[src/rtl/assert_macros.svh]
// ----------------------------------------------------------------------------
// assert_macros
// Assertion helpers for the RTL files.
// ----------------------------------------------------------------------------
// Each macro expands to one labeled concurrent assertion on clk, held off in reset.
`ifndef ASSERT_MACROS_SVH
`define ASSERT_MACROS_SVH

// Plain property checked at every clock edge
`define ASSERT_ALWAYS(label, prop, msg) \
  label: assert property (@(posedge clk) disable iff (rst) (prop)) else $error(msg);

// Antecedent implies consequent in the same cycle
`define ASSERT_IMPLY(label, ante, cons, msg) \
  label: assert property (@(posedge clk) disable iff (rst) (ante) |-> (cons)) else $error(msg);

// Antecedent implies consequent in the next cycle
`define ASSERT_NEXT(label, ante, cons, msg) \
  label: assert property (@(posedge clk) disable iff (rst) (ante) |=> (cons)) else $error(msg);

`endif

[src/rtl/wfb64_pkg.sv]
// ----------------------------------------------------------------------------
// wfb64_pkg
// Types and constants of the wide float to binary64 rounding converter.
// ----------------------------------------------------------------------------
`timescale 1ns / 1ps

package wfb64_pkg;

  // Rounding mode register codes
  typedef enum logic [1:0] {
    RND_NEAR_EVEN = 2'd0,
    RND_DOWN      = 2'd1,
    RND_UP        = 2'd2,
    RND_ZERO      = 2'd3
  } rnd_mode_t;

  localparam int unsigned SIG_W    = 64;
  localparam int unsigned EXP_W    = 16;
  localparam int unsigned FRAC_W   = 52;
  localparam int unsigned BEXP_W   = 11;
  localparam int unsigned SHF_W    = 7;

  // Normal range shift and full-shift clamp
  localparam logic [SHF_W-1:0] SHF_NORMAL = 7'd11;
  localparam logic [SHF_W-1:0] SHF_MAX    = 7'd65;

  localparam logic signed [EXP_W-1:0] EXP_MAX_NORM = 16'sd1023;
  localparam logic signed [EXP_W-1:0] EXP_MIN_NORM = -16'sd1022;
  localparam logic signed [16:0]      SUB_BIAS     = 17'sd1011;
  localparam logic [BEXP_W-1:0]       EXP_BIAS     = 11'd1023;
  localparam logic [BEXP_W-1:0]       BEXP_TOP     = 11'd2046;

  localparam logic [62:0] INF_MAG    = 63'h7FF0000000000000;
  localparam logic [62:0] MAXFIN_MAG = 63'h7FEFFFFFFFFFFFFF;

endpackage

[src/rtl/wide_float_to_binary64_round_top.sv]
// ----------------------------------------------------------------------------
// wide_float_to_binary64_round_top
// Rounds a signed wide float (256-bit significand) to a binary64 pattern.
// ----------------------------------------------------------------------------
// Channel   Handshake                 Payload
// input     in_valid / in_ready       sign, exponent, sig_word3..sig_word0
// output    out_valid / out_ready     result_bits, underflow_flag, overflow_flag
// config    rounding_mode_we          rounding_mode_wdata
//
// Three register stages: decode, alignment shift, round and pack.
// One request per cycle while the output is not stalled; a request passes
// the decode, shift and round-and-pack registers in turn before out_valid rises.
// Ready flows back stage by stage, so a stall holds every occupied stage
// and empty stages keep filling.
// rst is synchronous and clears the stage valid bits and the mode register.
`timescale 1ns / 1ps

module wide_float_to_binary64_round_top
  import wfb64_pkg::*;
(
  input  logic                    clk,
  input  logic                    rst,
  input  logic                    rounding_mode_we,
  input  logic [1:0]              rounding_mode_wdata,
  input  logic                    in_valid,
  output logic                    in_ready,
  input  logic                    sign,
  input  logic signed [EXP_W-1:0] exponent,
  input  logic [SIG_W-1:0]        sig_word3,
  input  logic [SIG_W-1:0]        sig_word2,
  input  logic [SIG_W-1:0]        sig_word1,
  input  logic [SIG_W-1:0]        sig_word0,
  output logic                    out_valid,
  input  logic                    out_ready,
  output logic [63:0]             result_bits,
  output logic                    underflow_flag,
  output logic                    overflow_flag
);

`include "assert_macros.svh"

  rnd_mode_t mode;

  // Config register
  always_ff @(posedge clk) begin
    if (rst) begin
      mode <= RND_NEAR_EVEN;
    end else if (rounding_mode_we) begin
      mode <= rnd_mode_t'(rounding_mode_wdata);
    end
  end

  // Stage handshake chain
  logic v1, v2, v3;
  logic adv1, adv2, adv3;
  assign adv3     = !v3 || out_ready;
  assign adv2     = !v2 || adv3;
  assign adv1     = !v1 || adv2;
  assign in_ready = adv1;
  assign out_valid = v3;

  // ---------------- Stage 1: decode exponent ----------------
  logic                    s1_sign, s1_pre_ovf, s1_norm, s1_low_nz;
  rnd_mode_t               s1_mode;
  logic [BEXP_W-1:0]       s1_bexp;
  logic [SHF_W-1:0]        s1_shf;
  logic [SIG_W-1:0]        s1_hh;

  logic signed [16:0]      sub_shf;
  logic [SHF_W-1:0]        shf_d;
  logic                    norm_d;

  always_comb begin
    norm_d  = (exponent >= EXP_MIN_NORM);
    sub_shf = -(17'(exponent) + SUB_BIAS);
    if (norm_d) begin
      shf_d = SHF_NORMAL;
    end else if (sub_shf > 17'sd65) begin
      shf_d = SHF_MAX;
    end else begin
      shf_d = sub_shf[SHF_W-1:0];
    end
  end

  always_ff @(posedge clk) begin
    if (rst) begin
      v1 <= 1'b0;
    end else if (adv1) begin
      v1 <= in_valid;
    end
  end

  always_ff @(posedge clk) begin
    if (adv1 && in_valid) begin
      s1_sign    <= sign;
      s1_mode    <= mode;
      s1_pre_ovf <= (exponent > EXP_MAX_NORM);
      s1_norm    <= norm_d;
      s1_bexp    <= exponent[BEXP_W-1:0] + EXP_BIAS;
      s1_shf     <= shf_d;
      s1_hh      <= {1'b1, sig_word3[SIG_W-2:0]};
      s1_low_nz  <= |{sig_word2, sig_word1, sig_word0};
    end
  end

  // ---------------- Stage 2: alignment shift ----------------
  logic                    s2_sign, s2_pre_ovf, s2_norm, s2_guard, s2_sticky;
  rnd_mode_t               s2_mode;
  logic [BEXP_W-1:0]       s2_bexp;
  logic [FRAC_W:0]         s2_hi;

  logic [2*SIG_W-1:0]      ext;
  assign ext = {s1_hh, {SIG_W{1'b0}}} >> s1_shf;

  always_ff @(posedge clk) begin
    if (rst) begin
      v2 <= 1'b0;
    end else if (adv2) begin
      v2 <= v1;
    end
  end

  always_ff @(posedge clk) begin
    if (adv2 && v1) begin
      s2_sign    <= s1_sign;
      s2_mode    <= s1_mode;
      s2_pre_ovf <= s1_pre_ovf;
      s2_norm    <= s1_norm;
      s2_bexp    <= s1_bexp;
      s2_hi      <= ext[SIG_W+FRAC_W:SIG_W];
      s2_guard   <= ext[SIG_W-1];
      s2_sticky  <= (|ext[SIG_W-2:0]) || s1_low_nz;
    end
  end

  // ---------------- Stage 3: round and pack ----------------
  logic              inc, carry, ovf, uf, to_inf;
  logic [FRAC_W+1:0] rnd;
  logic [62:0]       mag;

  always_comb begin
    unique case (s2_mode)
      RND_NEAR_EVEN: inc = s2_guard && (s2_sticky || s2_hi[0]);
      RND_DOWN:      inc = s2_sign && (s2_guard || s2_sticky);
      RND_UP:        inc = !s2_sign && (s2_guard || s2_sticky);
      RND_ZERO:      inc = 1'b0;
      default:       inc = 1'b0;
    endcase
    rnd    = {1'b0, s2_hi} + (FRAC_W+2)'(inc);
    carry  = rnd[FRAC_W+1];
    ovf    = s2_pre_ovf || (s2_norm && carry && (s2_bexp == BEXP_TOP));
    uf     = !s2_pre_ovf && !s2_norm && !rnd[FRAC_W];
    to_inf = (s2_mode == RND_NEAR_EVEN) || ((s2_mode == RND_DOWN) && s2_sign)
             || ((s2_mode == RND_UP) && !s2_sign);
    if (ovf) begin
      mag = to_inf ? INF_MAG : MAXFIN_MAG;
    end else if (s2_norm) begin
      mag = carry ? {s2_bexp + 11'd1, {FRAC_W{1'b0}}} : {s2_bexp, rnd[FRAC_W-1:0]};
    end else begin
      mag = {9'd0, rnd};
    end
  end

  always_ff @(posedge clk) begin
    if (rst) begin
      v3 <= 1'b0;
    end else if (adv3) begin
      v3 <= v2;
    end
  end

  always_ff @(posedge clk) begin
    if (adv3 && v2) begin
      result_bits    <= {s2_sign, mag};
      underflow_flag <= uf;
      overflow_flag  <= ovf;
    end
  end

  // ---------------- Checks ----------------
  `ASSERT_ALWAYS(a_flags_excl, !(v3 && underflow_flag && overflow_flag),
                 "underflow and overflow both set")
  `ASSERT_IMPLY(a_ovf_pattern, v3 && overflow_flag,
                (result_bits[62:0] == INF_MAG) || (result_bits[62:0] == MAXFIN_MAG),
                "overflow result is not inf or max finite")
  `ASSERT_IMPLY(a_uf_exp_zero, v3 && underflow_flag, result_bits[62:52] == 11'd0,
                "underflow result has nonzero exponent")
  `ASSERT_NEXT(a_s2_hold, v2 && !adv2, v2, "stage 2 request lost under stall")

endmodule

[config.mk]
export PLATFORM = sky130hd
export DESIGN_NAME = wide_float_to_binary64_round_top
export DESIGN_NICKNAME = d
export VERILOG_FILES = /design/src/rtl/wfb64_pkg.sv /design/src/rtl/wide_float_to_binary64_round_top.sv
export VERILOG_INCLUDE_DIRS = /design/src /design/src/rtl
export SDC_FILE = /design/constraint.sdc
export NUM_CORES = 1
export LEC_CHECK = 0
export BUFFER_PORTS_ARGS = -buffer_cell sky130_fd_sc_hd__clkbuf_2
export CAP_MARGIN = 20
export CORE_UTILIZATION = 60
export CTS_BUF_LIST = sky130_fd_sc_hd__clkbuf_4 sky130_fd_sc_hd__clkbuf_8 sky130_fd_sc_hd__clkbuf_16
export DETAILED_ROUTE_END_ITERATION = 10
export PLACE_DENSITY = 0.87
export RECOVER_POWER = 100
export REMOVE_ABC_BUFFERS = 1
export SLEW_MARGIN = 20
export SYNTH_ARGS = -nofsm -noshare
export SYNTH_HDL_FRONTEND = slang
export SYNTH_SLANG_ARGS = --single-unit
[constraint.sdc]
create_clock -name clk -period 10 [get_ports clk]
set_input_delay 0.5 -clock clk [delete_from_list [all_inputs] [get_ports clk]]
set_output_delay 0.5 -clock clk [all_outputs]
set_load 0.01 [all_outputs]
==> metrics.txt <==
number of global-route vias before repair=approximately 14000; post-CTS resize count=0; register clock-pin slew on the reported worst setup and hold paths=70 ps; Main synth FF type=edfxtp_1; status=finished, violations left; Fillers=around 1700; first-pass GRT wire length=82900 um; register bit total from synthesis=around 230; Setup crit end kind=flop; Post-Synthesis Cells=about 1300; drt drc=0; drt total wl=roughly 57000 um; critical path fanouts, max=53; Crit path required time=about 10000 ps; hold endpoint=s1_hh[60]; Worst path top cell family by delay=simple AND/OR/NAND/NOR gates; site row count=57; slowest cell on the critical path=nand2_1; r2r worst-path depth=16; WS Path Type=flop to flop; worst-path cell chain=ha_1, xor2_1, nand2_1, nor2_1, a21oi_1, nor2_1, ha_1, nand4_1, nor4_1, clkbuf_1, nand2_1, nor3_1, a31o_1, nand2_1, o21ai_0, nor2_1; starting density of the core=61.8%; Sink Count=around 230; Seq/Total Area, Yosys=between 40 and 50%; Worst Path Buf+Inv=1; launch point of the worst reg-to-reg path=s2_mode[1]; RSZ-0062 raised after global routing=no; final setup TNS=0 ps; gpl congestion=about 1; GRT Overall Usage=a little over two fifths; TritonCTS clock tree=yes; layout cells sized above 1=between 20 and 30%; worst slew pin tran=approximately 4300 ps; drt first pass iters=8; hold_sp=sig_word3[60]; antenna violations before repair=10; LEAKAGE=about 6.5 nW; Synth cell types=79; Worst slew margin=-185%; R2R Setup Slk=4100 ps; hold path depth=1; DR vias/cell=roughly 7.2; largest net degree at the start of global routing=77; Clk Latency, worst-skew pair=between 500 and 600 ps; Top Ports=roughly 350; Clock Tree Root=clkbuf_16; Chip Height=~160 um; Final Hold Viols=0; setup bufs post-CTS=0; Startpoint Class=flop; EDFF count, synth=224; cell area after synthesis=15200 sq um; port bufs=about 350; Setup Viol. Count Final=0; worst hold path class=input port to flop; Async SR Flop Fraction=0%; TritonCTS buffer count=24; power density over cell area=approximately 160 nW/um^2; failing checks=max-capacitance violations, max-slew violations; minimum clock period after layout=a little under 6000 ps; reg2reg end=result_bits[52]; chip width=around 160 um; Highest Clock Rate=~170 MHz; syn avg cell area=11.3 sq um; Max stage delay on crit path=930 ps; Multi-input gate area=between 7000 and 8000 sq um; fin crit share=a little under 60%; DRT iter0 DRCs=about 2700; area grow syn2layout=16.6%; vias=~14000; max-slew violation count=216; Final #Nets=between 1500 and 2000; Clock H-tree levels=1; detailed placement HPWL=between 40000 and 50000 um; FF/Latch Area=6830 sq um; Core Region=roughly 25000 sq um; CTS max path bufs=3; most common cell after layout, fill and taps aside=clkbuf_2; WHS=around 150 ps; Worst Skew=approximately 12 ps; max_cap viols=3; average wire per standard cell=between 20 and 30 um; DIE AREA=~26000 sq um; Worst Path Arrival=between 6000 and 7000 ps; Max VDD drop=0.128 mV; yosys warns=0; hold buffers post-CTS=0; grt ovf=0; antenna-violating nets left=0; highest-count cells in the layout ignoring fill and taps=clkbuf_2 (261), edfxtp_1 (224), nor2_1 (123)
kinds of logic (layout without fill, tap and decap cells):
group                    Yosys count  after routing  synth area share, %
AND/OR/NAND/NOR                  456            456                 15.1
AO/OA/AOI/OAI                    275            275                 11.6
flip-flops                       229            229                 44.9
multiplexers                     192            192                 19.4
buffers and inverters            108            432                 3.57
XOR/XNOR                          74             74                 4.26
adder cells (fa/ha/maj)           14             14                 1.15
other                              0             10                    0
routing by layer:
layer	wire (um)	part of all wire (%)	global-route usage, %	up-vias
li1	-	-	-	5956
met1	18600	33	49.9	6753
met2	27500	49	72.6	1345
met3	6710	12	9.68	325
met4	3710	6.6	24.5	4
met5	26	0.046	0	-
layout make-up:
type / count / area share (%)
inverter: 25 / 0.529
clock inverter: 15 / 0.875
clock buffer: 27 / 3.61
multi-input combinational: 1011 / 44.2
tap: 324 / 2.29
sequential: 229 / 38.5
antenna: 10 / 0.141
timing repair buffer: 365 / 9.89
power by group:
part,switching [mW],internal (mW)
Combinational,0.489,0.299
Sequential,0.0607,1.14
Clock,0.376,0.537
how the worst max path moves through the flow:
stage | from | end | slack (ps) | depth (start not counted)
floorplan | out_ready | s2_bexp[0] | 3630 | 2
global placement | s1_shf[0] | s2_sticky | 4900 | 10
detailed placement | s1_shf[0] | s2_sticky | 4840 | 10
CTS | s1_shf[0] | s2_sticky | 4810 | 10
global route | s2_mode[1] | result_bits[52] | 3820 | 16
finish | s2_mode[1] | result_bits[52] | 4100 | 16
per-stage QoR:
stage               worst slack [ps]  cells  utilization (%)  power (mW)  cell area (sq um)
floorplan                       3630   1265                -        1.67              14800
global placement                4900   1954             69.4        1.94              17100
detailed placement              4840   1954             69.4        1.96              17100
CTS                             4810   1996             72.6        2.86              17900
global route                    3820   2003             72.0        2.96              17700
finish                          4100   2006             72.1        2.90              17700
synthesized netlist by cell type (13+ instances only):
cell	instances	area [sq um]
xnor2_1	25	219
ha_1	14	175
and3_1	21	131
o22ai_1	23	144
nand2_1	89	334
a22oi_1	15	113
mux4_2	62	1400
nor4_1	66	413
inv_1	23	86.3
edfxtp_1	224	6730
and2_1	19	119
o21ai_0	95	475
nor2_1	123	462
a211oi_1	13	97.6
clkbuf_1	41	154
nor3_1	15	75.1
mux2_2	50	563
nand3_1	44	220
a21oi_1	40	200
buf_2	17	85.1
mux2i_1	67	671
xor2_1	49	429
nand4_1	34	213
flip-flops by register name, indices dropped and copies added (netlist names), 2 cells and up:
| signal | flops |
|---|---|
| mode | 2 |
| s2_mode | 2 |
| s1_mode | 2 |
| s1_bexp | 11 |
| s1_shf | 7 |
| s2_bexp | 11 |
| s2_hi | 53 |
| s1_hh | 63 |
| result_bits | 64 |
Note: power is estimated with default switching activity, not from simulation.
